## config.mk

```make
export PLATFORM = sky130hd
export DESIGN_NAME = stream_frame_deframer_crc16
export DESIGN_NICKNAME = d
export VERILOG_FILES = /design/src/rtl/core/dfr_pkg.sv /design/src/rtl/core/dfr_ctrl.sv /design/src/rtl/core/dfr_datapath.sv /design/src/rtl/core/stream_frame_deframer_crc16.sv
export VERILOG_INCLUDE_DIRS = /design/src /design/src/rtl/core
export SDC_FILE = /design/constraint.sdc
export NUM_CORES = 1
export LEC_CHECK = 0
export BUFFER_PORTS_ARGS = -buffer_cell sky130_fd_sc_hd__buf_2
export CAP_MARGIN = 20
export CORE_MARGIN = 3
export CORE_UTILIZATION = 35
export CTS_BUF_LIST = sky130_fd_sc_hd__clkbuf_4
export DETAILED_ROUTE_END_ITERATION = 12
export SLEW_MARGIN = 20
export SYNTH_ARGS = -nofsm -noshare
export SYNTH_HDL_FRONTEND = slang
export SYNTH_SLANG_ARGS = --single-unit
```

## constraint.sdc

```tcl
create_clock -name i_clk -period 3.4 [get_ports i_clk]
set_clock_uncertainty 0.2 [all_clocks]
set_input_delay 0.68 -clock i_clk [delete_from_list [all_inputs] [get_ports i_clk]]
set_output_delay 0.68 -clock i_clk [all_outputs]
set_load 0.01 [all_outputs]
```

## src/rtl/core/assert_macros.svh

```systemverilog
`ifndef ASSERT_MACROS_SVH
`define ASSERT_MACROS_SVH

// Condition must hold at every clock edge outside reset.
`define ASSERT_ALWAYS(label, clk, rst_n, cond, msg) \
    label: assert property (@(posedge clk) disable iff (!rst_n) (cond)) else $error(msg);

// Antecedent in one cycle implies the consequent in the same cycle.
`define ASSERT_IMPLIES(label, clk, rst_n, ante, cons, msg) \
    label: assert property (@(posedge clk) disable iff (!rst_n) (ante) |-> (cons)) \
        else $error(msg);

// Antecedent in one cycle implies the consequent in the next cycle.
`define ASSERT_NEXT(label, clk, rst_n, ante, cons, msg) \
    label: assert property (@(posedge clk) disable iff (!rst_n) (ante) |=> (cons)) \
        else $error(msg);

`endif

```

## src/rtl/core/dfr_pkg.sv

```systemverilog
package dfr_pkg;

    localparam int MAX_PAYLOAD_DEF = 64;

    localparam int APB_ADDR_W = 4;

    // register indexes
    localparam logic [1:0] REG_SYNC_FIRST  = 2'd0;
    localparam logic [1:0] REG_SYNC_SECOND = 2'd1;
    localparam logic [1:0] REG_MAX_LEN     = 2'd2;

    localparam logic [7:0] SYNC_FIRST_RST  = 8'hAA;
    localparam logic [7:0] SYNC_SECOND_RST = 8'h55;
    localparam logic [6:0] MAX_LEN_RST     = 7'd64;

    // result kinds
    localparam logic [1:0] KIND_READY   = 2'd0;
    localparam logic [1:0] KIND_LEN_ERR = 2'd1;
    localparam logic [1:0] KIND_CRC_ERR = 2'd2;

    localparam logic [2:0]  HDR_LAST  = 3'd5;
    localparam logic [15:0] CNT_MAX   = 16'hFFFF;
    localparam logic [15:0] CRC_INIT  = 16'hFFFF;
    localparam logic [15:0] CRC_POLY  = 16'h1021;
    localparam logic [15:0] CRC_MSB   = 16'h8000;

    typedef struct packed {
        logic sync_ok;
        logic hdr_wr;
        logic pay_wr;
        logic crclo_wr;
        logic emit_len;
        logic emit_crc;
        logic emit_empty;
        logic drain_init;
        logic drain_rd;
        logic drain_emit;
    } t_dp_cmd;

    typedef struct packed {
        logic is_sync1;
        logic is_sync2;
        logic hdr_last;
        logic len_big;
        logic len_zero;
        logic pay_done;
        logic crc_ok;
        logic cnt_zero;
        logic drain_last;
        logic out_free;
    } t_dp_sts;

    // CRC-16/CCITT-FALSE, one byte, MSB first
    function automatic logic [15:0] crc16_byte(input logic [15:0] crc, input logic [7:0] b);
        logic [15:0] c;
        c = crc ^ {b, 8'h00};
        for (int i = 0; i < 8; i++) begin
            if ((c & CRC_MSB) != 16'h0000) begin
                c = (c << 1) ^ CRC_POLY;
            end else begin
                c = c << 1;
            end
        end
        return c;
    endfunction

endpackage

```

## src/rtl/core/dfr_ctrl.sv

```systemverilog
`include "assert_macros.svh"

module dfr_ctrl (
    input  logic             i_clk,
    input  logic             i_rst_n,
    input  logic             i_in_valid,
    output logic             o_in_ready,
    input  dfr_pkg::t_dp_sts i_sts,
    output dfr_pkg::t_dp_cmd o_cmd
);
    import dfr_pkg::*;

    typedef enum logic [7:0] {
        ST_HUNT1     = 8'b0000_0001,
        ST_HUNT2     = 8'b0000_0010,
        ST_HEADER    = 8'b0000_0100,
        ST_PAYLOAD   = 8'b0000_1000,
        ST_CRCLO     = 8'b0001_0000,
        ST_CRCHI     = 8'b0010_0000,
        ST_DRAIN_RD  = 8'b0100_0000,
        ST_DRAIN_OUT = 8'b1000_0000
    } t_state;

    t_state r_state;
    t_state n_state;
    logic   in_fire;
    logic   draining;
    logic   may_emit;

    assign draining   = (r_state == ST_DRAIN_RD) || (r_state == ST_DRAIN_OUT);
    // only a byte that can load a result has to wait for the output register
    assign may_emit   = ((r_state == ST_HEADER) && i_sts.hdr_last) || (r_state == ST_CRCHI);
    assign o_in_ready = !draining && (!may_emit || i_sts.out_free);
    assign in_fire    = i_in_valid && o_in_ready;

    always_comb begin
        n_state = r_state;
        o_cmd   = '0;
        unique case (r_state)
            ST_HUNT1: begin
                if (in_fire && i_sts.is_sync1) begin
                    n_state = ST_HUNT2;
                end
            end
            ST_HUNT2: begin
                if (in_fire) begin
                    if (i_sts.is_sync2) begin
                        o_cmd.sync_ok = 1'b1;
                        n_state       = ST_HEADER;
                    end else if (!i_sts.is_sync1) begin
                        n_state = ST_HUNT1;
                    end
                end
            end
            ST_HEADER: begin
                if (in_fire) begin
                    o_cmd.hdr_wr = 1'b1;
                    if (i_sts.hdr_last) begin
                        priority if (i_sts.len_big) begin
                            o_cmd.emit_len = 1'b1;
                            n_state        = ST_HUNT1;
                        end else if (i_sts.len_zero) begin
                            n_state = ST_CRCLO;
                        end else begin
                            n_state = ST_PAYLOAD;
                        end
                    end
                end
            end
            ST_PAYLOAD: begin
                if (in_fire) begin
                    o_cmd.pay_wr = 1'b1;
                    if (i_sts.pay_done) begin
                        n_state = ST_CRCLO;
                    end
                end
            end
            ST_CRCLO: begin
                if (in_fire) begin
                    o_cmd.crclo_wr = 1'b1;
                    n_state        = ST_CRCHI;
                end
            end
            ST_CRCHI: begin
                if (in_fire) begin
                    priority if (!i_sts.crc_ok) begin
                        o_cmd.emit_crc = 1'b1;
                        n_state        = ST_HUNT1;
                    end else if (i_sts.cnt_zero) begin
                        o_cmd.emit_empty = 1'b1;
                        n_state          = ST_HUNT1;
                    end else begin
                        o_cmd.drain_init = 1'b1;
                        n_state          = ST_DRAIN_RD;
                    end
                end
            end
            ST_DRAIN_RD: begin
                o_cmd.drain_rd = 1'b1;
                n_state        = ST_DRAIN_OUT;
            end
            ST_DRAIN_OUT: begin
                if (i_sts.out_free) begin
                    o_cmd.drain_emit = 1'b1;
                    n_state = i_sts.drain_last ? ST_HUNT1 : ST_DRAIN_RD;
                end
            end
            default: begin
                n_state = ST_HUNT1;
            end
        endcase
    end

    always_ff @(posedge i_clk) begin
        if (!i_rst_n) begin
            r_state <= ST_HUNT1;
        end else begin
            r_state <= n_state;
        end
    end

    `ASSERT_ALWAYS(a_one_emit, i_clk, i_rst_n,
        $onehot0({o_cmd.emit_len, o_cmd.emit_crc, o_cmd.emit_empty, o_cmd.drain_emit}),
        "more than one result loaded in a cycle")
    `ASSERT_IMPLIES(a_emit_free, i_clk, i_rst_n,
        o_cmd.emit_len || o_cmd.emit_crc || o_cmd.emit_empty || o_cmd.drain_emit,
        i_sts.out_free, "result loaded while output register busy")
    `ASSERT_NEXT(a_drain_seq, i_clk, i_rst_n, r_state == ST_DRAIN_RD,
        r_state == ST_DRAIN_OUT, "drain read not followed by output step")

endmodule

```

## src/rtl/core/dfr_datapath.sv

```systemverilog
`include "assert_macros.svh"

module dfr_datapath #(
    parameter int MAX_PAYLOAD = dfr_pkg::MAX_PAYLOAD_DEF
) (
    input  logic             i_clk,
    input  logic             i_rst_n,
    input  logic [7:0]       i_rx_byte,
    input  logic [7:0]       i_sync_first,
    input  logic [7:0]       i_sync_second,
    input  logic [6:0]       i_max_len,
    input  dfr_pkg::t_dp_cmd i_cmd,
    output dfr_pkg::t_dp_sts o_sts,
    input  logic             i_out_ready,
    output logic             o_out_valid,
    output logic [1:0]       o_event_kind,
    output logic [7:0]       o_version,
    output logic [7:0]       o_frame_type,
    output logic [7:0]       o_sequence_res,
    output logic [7:0]       o_command,
    output logic [6:0]       o_payload_length,
    output logic [7:0]       o_payload_byte,
    output logic             o_payload_byte_valid,
    output logic             o_last,
    output logic [15:0]      o_length_error_count,
    output logic [15:0]      o_crc_error_count
);
    import dfr_pkg::*;

    localparam int CW = $clog2(MAX_PAYLOAD + 1);
    localparam int AW = (MAX_PAYLOAD > 1) ? $clog2(MAX_PAYLOAD) : 1;
    localparam logic [6:0] LIM_MAX = 7'(MAX_PAYLOAD);

    logic [2:0]    r_hidx;
    logic [7:0]    r_hdr [0:5];
    logic [CW-1:0] r_len;
    logic [CW-1:0] r_cnt;
    logic [CW-1:0] r_didx;
    logic [15:0]   r_crc;
    logic [7:0]    r_crclo;
    logic [15:0]   r_lerr;
    logic [15:0]   r_cerr;
    logic [7:0]    r_mem [0:MAX_PAYLOAD-1];
    logic [7:0]    r_rd_data;
    logic          r_o_valid;

    logic [15:0]   len16;
    logic [6:0]    lim;
    logic [CW-1:0] cnt_inc;
    logic [CW-1:0] didx_inc;
    logic [15:0]   crc_next;
    logic [15:0]   n_lerr;
    logic [15:0]   n_cerr;
    logic          emit_any;

    assign len16    = {i_rx_byte, r_hdr[4]};
    assign lim      = (i_max_len > LIM_MAX) ? LIM_MAX : i_max_len;
    assign cnt_inc  = r_cnt + CW'(1);
    assign didx_inc = r_didx + CW'(1);
    assign crc_next = crc16_byte(r_crc, i_rx_byte);
    assign n_lerr   = (r_lerr != CNT_MAX) ? r_lerr + 16'd1 : r_lerr;
    assign n_cerr   = (r_cerr != CNT_MAX) ? r_cerr + 16'd1 : r_cerr;
    assign emit_any = i_cmd.emit_len || i_cmd.emit_crc || i_cmd.emit_empty || i_cmd.drain_emit;

    always_comb begin
        o_sts.is_sync1   = (i_rx_byte == i_sync_first);
        o_sts.is_sync2   = (i_rx_byte == i_sync_second);
        o_sts.hdr_last   = (r_hidx == HDR_LAST);
        o_sts.len_big    = (len16 > {9'd0, lim});
        o_sts.len_zero   = (len16 == 16'd0);
        o_sts.pay_done   = (cnt_inc >= r_len);
        o_sts.crc_ok     = ({i_rx_byte, r_crclo} == r_crc);
        o_sts.cnt_zero   = (r_cnt == '0);
        o_sts.drain_last = (didx_inc == r_cnt);
        o_sts.out_free   = !r_o_valid || i_out_ready;
    end

    // frame control state and counters
    always_ff @(posedge i_clk) begin
        if (!i_rst_n) begin
            r_hidx    <= '0;
            r_cnt     <= '0;
            r_didx    <= '0;
            r_crc     <= CRC_INIT;
            r_lerr    <= '0;
            r_cerr    <= '0;
            r_o_valid <= 1'b0;
        end else begin
            if (i_cmd.sync_ok) begin
                r_hidx <= '0;
                r_crc  <= CRC_INIT;
            end
            if (i_cmd.hdr_wr) begin
                r_hidx <= r_hidx + 3'd1;
                r_crc  <= crc_next;
                if (r_hidx == HDR_LAST) begin
                    r_cnt <= '0;
                end
            end
            if (i_cmd.pay_wr) begin
                r_cnt <= cnt_inc;
                r_crc <= crc_next;
            end
            if (i_cmd.drain_init) begin
                r_didx <= '0;
            end
            if (i_cmd.drain_emit) begin
                r_didx <= didx_inc;
            end
            if (i_cmd.emit_len) begin
                r_lerr <= n_lerr;
            end
            if (i_cmd.emit_crc) begin
                r_cerr <= n_cerr;
            end
            if (emit_any) begin
                r_o_valid <= 1'b1;
            end else if (i_out_ready) begin
                r_o_valid <= 1'b0;
            end
        end
    end

    // header bytes, length, crc low byte, result payload
    always_ff @(posedge i_clk) begin
        if (i_cmd.hdr_wr) begin
            r_hdr[r_hidx] <= i_rx_byte;
            if (r_hidx == HDR_LAST) begin
                r_len <= len16[CW-1:0];
            end
        end
        if (i_cmd.crclo_wr) begin
            r_crclo <= i_rx_byte;
        end
        if (i_cmd.emit_len || i_cmd.emit_crc) begin
            o_event_kind         <= i_cmd.emit_len ? KIND_LEN_ERR : KIND_CRC_ERR;
            o_version            <= '0;
            o_frame_type         <= '0;
            o_sequence_res       <= '0;
            o_command            <= '0;
            o_payload_length     <= '0;
            o_payload_byte       <= '0;
            o_payload_byte_valid <= 1'b0;
            o_last               <= 1'b1;
            o_length_error_count <= i_cmd.emit_len ? n_lerr : r_lerr;
            o_crc_error_count    <= i_cmd.emit_crc ? n_cerr : r_cerr;
        end else if (i_cmd.emit_empty || i_cmd.drain_emit) begin
            o_event_kind         <= KIND_READY;
            o_version            <= r_hdr[0];
            o_frame_type         <= r_hdr[1];
            o_sequence_res       <= r_hdr[2];
            o_command            <= r_hdr[3];
            o_payload_length     <= 7'(r_cnt);
            o_payload_byte       <= i_cmd.drain_emit ? r_rd_data : 8'h00;
            o_payload_byte_valid <= i_cmd.drain_emit;
            o_last               <= i_cmd.emit_empty || o_sts.drain_last;
            o_length_error_count <= r_lerr;
            o_crc_error_count    <= r_cerr;
        end
    end

    // payload buffer
    always_ff @(posedge i_clk) begin
        if (i_cmd.pay_wr) begin
            r_mem[r_cnt[AW-1:0]] <= i_rx_byte;
        end
        if (i_cmd.drain_rd) begin
            r_rd_data <= r_mem[r_didx[AW-1:0]];
        end
    end

    assign o_out_valid = r_o_valid;

    `ASSERT_IMPLIES(a_drain_range, i_clk, i_rst_n, i_cmd.drain_rd || i_cmd.drain_emit,
        r_didx < r_cnt, "drain index beyond stored payload")

endmodule

```

## src/rtl/core/stream_frame_deframer_crc16.sv

```systemverilog
// Sync-framed byte deframer with CRC-16/CCITT-FALSE check.
// Throughput: one received byte per cycle while not draining; only the last header byte
// and the CRC high byte wait while the output register holds a result not yet taken.
// Latency: error or empty-frame result is valid in the cycle after its last byte is taken.
// A good frame drains each payload byte (read, then load once output is free); no input meanwhile.
// Reset (synchronous, active low): hunting first sync byte, counters zero, config registers default.
module stream_frame_deframer_crc16 #(
    parameter int MAX_PAYLOAD = dfr_pkg::MAX_PAYLOAD_DEF
) (
    input  logic                           i_clk,
    input  logic                           i_rst_n,
    input  logic                           i_in_valid,
    output logic                           o_in_ready,
    input  logic [7:0]                     i_rx_byte,
    output logic                           o_out_valid,
    input  logic                           i_out_ready,
    output logic [1:0]                     o_event_kind,
    output logic [7:0]                     o_version,
    output logic [7:0]                     o_frame_type,
    output logic [7:0]                     o_sequence_res,
    output logic [7:0]                     o_command,
    output logic [6:0]                     o_payload_length,
    output logic [7:0]                     o_payload_byte,
    output logic                           o_payload_byte_valid,
    output logic                           o_last,
    output logic [15:0]                    o_length_error_count,
    output logic [15:0]                    o_crc_error_count,
    input  logic                           psel,
    input  logic                           penable,
    input  logic                           pwrite,
    input  logic [dfr_pkg::APB_ADDR_W-1:0] paddr,
    input  logic [31:0]                    pwdata,
    output logic [31:0]                    prdata,
    output logic                           pready
);
    import dfr_pkg::*;

    logic [7:0] r_sync_first;
    logic [7:0] r_sync_second;
    logic [6:0] r_max_len;
    logic       cfg_wr;
    logic [1:0] cfg_idx;
    t_dp_cmd    cmd;
    t_dp_sts    sts;

    assign pready  = 1'b1;
    assign cfg_wr  = psel && penable && pwrite;
    assign cfg_idx = paddr[3:2];

    always_ff @(posedge i_clk) begin
        if (!i_rst_n) begin
            r_sync_first  <= SYNC_FIRST_RST;
            r_sync_second <= SYNC_SECOND_RST;
            r_max_len     <= MAX_LEN_RST;
        end else if (cfg_wr) begin
            unique case (cfg_idx)
                REG_SYNC_FIRST:  r_sync_first  <= pwdata[7:0];
                REG_SYNC_SECOND: r_sync_second <= pwdata[7:0];
                REG_MAX_LEN:     r_max_len     <= pwdata[6:0];
                default: begin
                end
            endcase
        end
    end

    always_comb begin
        unique case (cfg_idx)
            REG_SYNC_FIRST:  prdata = {24'd0, r_sync_first};
            REG_SYNC_SECOND: prdata = {24'd0, r_sync_second};
            REG_MAX_LEN:     prdata = {25'd0, r_max_len};
            default:         prdata = '0;
        endcase
    end

    dfr_ctrl u_ctrl (
        .i_clk      (i_clk),
        .i_rst_n    (i_rst_n),
        .i_in_valid (i_in_valid),
        .o_in_ready (o_in_ready),
        .i_sts      (sts),
        .o_cmd      (cmd)
    );

    dfr_datapath #(
        .MAX_PAYLOAD (MAX_PAYLOAD)
    ) u_datapath (
        .i_clk                (i_clk),
        .i_rst_n              (i_rst_n),
        .i_rx_byte            (i_rx_byte),
        .i_sync_first         (r_sync_first),
        .i_sync_second        (r_sync_second),
        .i_max_len            (r_max_len),
        .i_cmd                (cmd),
        .o_sts                (sts),
        .i_out_ready          (i_out_ready),
        .o_out_valid          (o_out_valid),
        .o_event_kind         (o_event_kind),
        .o_version            (o_version),
        .o_frame_type         (o_frame_type),
        .o_sequence_res       (o_sequence_res),
        .o_command            (o_command),
        .o_payload_length     (o_payload_length),
        .o_payload_byte       (o_payload_byte),
        .o_payload_byte_valid (o_payload_byte_valid),
        .o_last               (o_last),
        .o_length_error_count (o_length_error_count),
        .o_crc_error_count    (o_crc_error_count)
    );

endmodule
```

==> metrics.md <==
| Metric | Value |
|---|---|
| Crit path kind | `reg2out` |
| Worst Path Buf+Inv | `1` |
| Final hold vios | `0` |
| Clk root buf | `clkbuf_4` |
| Status | `finished with violations` |
| GP Congestion | `0.869` |
| CTS H-tree depth | `4` |
| Most frequent cells in the layout | `edfxtp_1 (609), clkbuf_4 (298), nand2_1 (187)` |
| Worst setup EP type | `output port` |
| Initial Util | `35.5%` |
| Failing checks | `setup timing` |
| Crit path time final | `3.48 ns` |
| Critical path data required time | `approximately 2.5 ns` |
| Clock power frac | `43.1%` |
| Setup ws final | `-0.0766 ns` |
| Filler instances | `approximately 8000` |
| Pin count of the biggest net entering global routing | `71` |
| VDD IR max | `0.000282 V` |
| Area contributors post-synth | `edfxtp_1 (60%), mux4_2 (12%), dfxtp_1 (9.6%), nand2_1 (2.3%), nor2_1 (1.5%)` |
| Main synth FF type | `edfxtp_1` |
| Peak Freq | `~290 MHz` |
| I/O pin count | `between 150 and 200` |
| Area growth, synth to finish | `17.8%` |
| Sequential share of power | `a little under three fifths` |
| First-pass DRT Iterations | `5` |
| Cell count after synthesis | `1867` |
| Design Area, Final | `0.0359 mm2` |
| Reported leakage power | `between 10 and 15 nW` |
| Int Power | `14.2 mW` |
| Period utilization | `102%` |
| EDFF count, synth | `609` |
| Via Count | `between 15000 and 20000` |
| Avg Inst Size Synth | `16.3 um2` |
| Die width | `~300 um` |
| Iter 0 DRT Violations | `1325` |
| WL final | `73.9 mm` |
| Cell row count | `between 100 and 150` |
| RSZ-0062 raised after global routing | `true` |
| Synth warnings | `0` |
| Worst hold path type | `in2reg` |
| Setup crit start kind | `flop` |
| Total core area | `0.0857 mm2` |
| Worst-path cell chain | `or4_4 > or3_4 > nor2_4 > a31oi_1 > buf_2` |
| Vias in the first global route | `around 18000` |
| Total gr overflow | `0` |
| Die Ht | `301 um` |
| CTS clock-pin slew for the worst setup and hold paths | `about 0.070 ns` |
| DRC viols | `0` |
| Post-synth top area cell | `edfxtp_1` |
| Post-route ant nets | `0` |
| Ys async rst share | `0%` |
| Port Buf Inserts | `117` |
| Drt via density | `5.03` |
| Global-route wire length before repair | `~110 mm` |
| Dpl cell area | `roughly 0.033 mm2` |
| Sink Count | `~760` |
| Critical path's top delay family | `simple AND/OR/NAND/NOR gates` |
| Clk Latency, worst-skew pair | `1.04 ns` |
| Synthesized flop and latch total | `755` |
| Combinational cell fraction of total power | `1.9%` |
| Least-Margin Pin Slew | `0.994 ns` |
| Post-synthesis sequential area ratio | `69.7%` |
| Fin Setup TNS | `-0.0766 ns` |
| Psw | `3.86 mW` |
| Worst Path Arrival | `~2.6 ns` |
| Sw frac | `21.3%` |
| Relative slew slack | `33.2%` |
| Most common cell after layout, fill and taps aside | `edfxtp_1` |
| Post-DP HPWL | `48.8 mm` |
| Max Cap Viol | `0` |
| Pwr/cell area | `505 mW/mm2` |
| Top cell type's share of synthesized area | `60.1%` |
| Worst Path Max Fanout | `2` |
| Num CTS Buffers | `between 150 and 200` |
| Setup Viol. Count Final | `1` |
| Post-Syn Area | `~0.030 mm2` |
| Distinct cells, synth | `72` |
| DR WL/cell | `21.0 um` |
| Max incr delay on CP | `0.54 ns` |
| CTS tree | `built` |
| Initial antenna violation count | `6` |
| Die area | `0.0905 mm2` |
| Final nets | `2283` |
| Overall Global Routing Usage | `16.3%` |
| CTS Buffer Depth | `3` |
| Critical-path top delay cell | `or4_4` |
| Slew Limit Fails | `0` |
| Layout cells sized above 1 | `33.1%` |
[power groups by stage]
stage               logic, mW  clock network (mW)  registers, mW
finish                  0.346                7.79           9.96
global route            0.377                8.56           9.95
global placement        0.317                   0           10.2
floorplan               0.124                   0           10.2
detailed placement      0.328                   0           10.2
CTS                     0.350                8.01           9.96
[flip-flops by register name, summed over array words and instances (netlist names), 7 cells and up]
register                         count
u_datapath.r_cerr                   16
r_sync_second                        8
o_sequence_res                       8
u_datapath.r_crc                    16
u_datapath.o_length_error_count     16
u_datapath.r_len                     7
r_sync_first                         8
o_command                            8
u_datapath.r_rd_data                 8
u_ctrl.r_state                       8
u_datapath.r_didx                    7
u_datapath.o_crc_error_count        16
r_max_len                            7
o_frame_type                         8
u_datapath.o_payload_length          7
u_datapath.o_payload_byte            8
o_version                            8
u_datapath.r_crclo                   8
u_datapath.r_mem                   512
u_datapath.r_lerr                   16
u_datapath.r_hdr                    40
u_datapath.r_cnt                     7
[worst register-to-register path, stage by stage (launching register included)]
cell and delay, ns:
dfxtp_1 0.39, nor4_2 0.53, nand2_1 0.27, nor2_1 0.30, nand3_1 0.17, buf_4 0.21, nor2_1 0.77
[per-stage QoR]
stage | setup WS, ns | cells | power (mW) | hold WS, ns | util, %
floorplan | 0.347 | 1890 | 10.3 | 0.218 | -
global placement | 0.0448 | 3135 | 10.5 | 0.241 | 38.4
detailed placement | 0.0386 | 3135 | 10.5 | 0.245 | 38.4
CTS | -0.190 | 3503 | 18.3 | 0.00217 | 41.7
global route | -0.256 | 3515 | 18.9 | -0.0466 | 41.8
finish | -0.0766 | 3517 | 18.1 | 0.0321 | 41.8
[final timing paths]
| check | start | end | slack, ns | cells past startpoint |
|---|---|---|---|---|
| setup / recovery | u_ctrl.r_state[3]$_SDFFE_PN0P_ | o_in_ready | -0.08 | 5 |
| hold / removal | paddr[2] | r_sync_second[1]$_SDFFE_PN0P_ | 0.03 | 4 |
| setup reg to reg | u_ctrl.r_state[0]$_SDFFE_PN1P_ | u_datapath.r_mem[42][2]$_DFFE_PP_ | 0.22 | 6 |
| hold reg to reg | o_command[2]$_SDFFE_PN0P_ | o_command[2]$_SDFFE_PN0P_ | 0.25 | 2 |
[repair_timing]
item	in CTS	in global routing
setup endpoints to repair	1	201
gates resized for setup	7	28
setup buffers	5	1
endpoints found under the hold margin	93	0
pin swaps	3	2
hold buffers	25	0
[logic make-up after synthesis]
group / after synthesis / share of synthesized area (%)
muxes: 195 / 13.4
and+or+nand+nor: 502 / 7.97
buffers and inverters: 138 / 2.25
adders and majority gates: 21 / 0.864
other: 2 / 0.0247
DFF: 755 / 69.7
AOI/OAI and AO/OA: 166 / 3.25
xor gates and xnor gates: 88 / 2.56
[final cells by class]
class | count | area [um2] | area share (%)
timing repair buffer | 247 | 1840 | 5.12
clock inverter | 40 | 269 | 0.750
multi-input combinational | 997 | 8730 | 24.4
clock buffer | 298 | 2240 | 6.24
inverter | 23 | 86.3 | 0.241
antenna | 13 | 32.5 | 0.0907
tap | 1144 | 1430 | 3.99
sequential | 755 | 21200 | 59.2
[layer usage]
layer	part of all wire, %	vias up	global-route usage [%]
met4	2.4	0	5.46
li1	-	7959	-
met1	42	8929	21.3
met5	0	-	0
met3	8.7	121	5.22
met2	47	683	25.6
[synth_stat cells (7+ instances only)]
library cell  instances
o21ai_0              36
and2_1               33
dfxtp_1             146
clkbuf_1             46
a21oi_1              72
buf_2                19
nor2_1              120
mux4_2              168
and3_1               10
mux2i_1              19
nand3_1              42
nor3_1               18
o22ai_1              14
mux2_2                8
inv_1                23
buf_4                30
nand4_1              16
nand2b_1              7
nand2_1             187
edfxtp_1            609
xnor2_1              49
buf_1                15
nor2b_1               9
nor4_1               13
xor2_1               38
ha_1                 21
(Power assumes the default switching activity.)
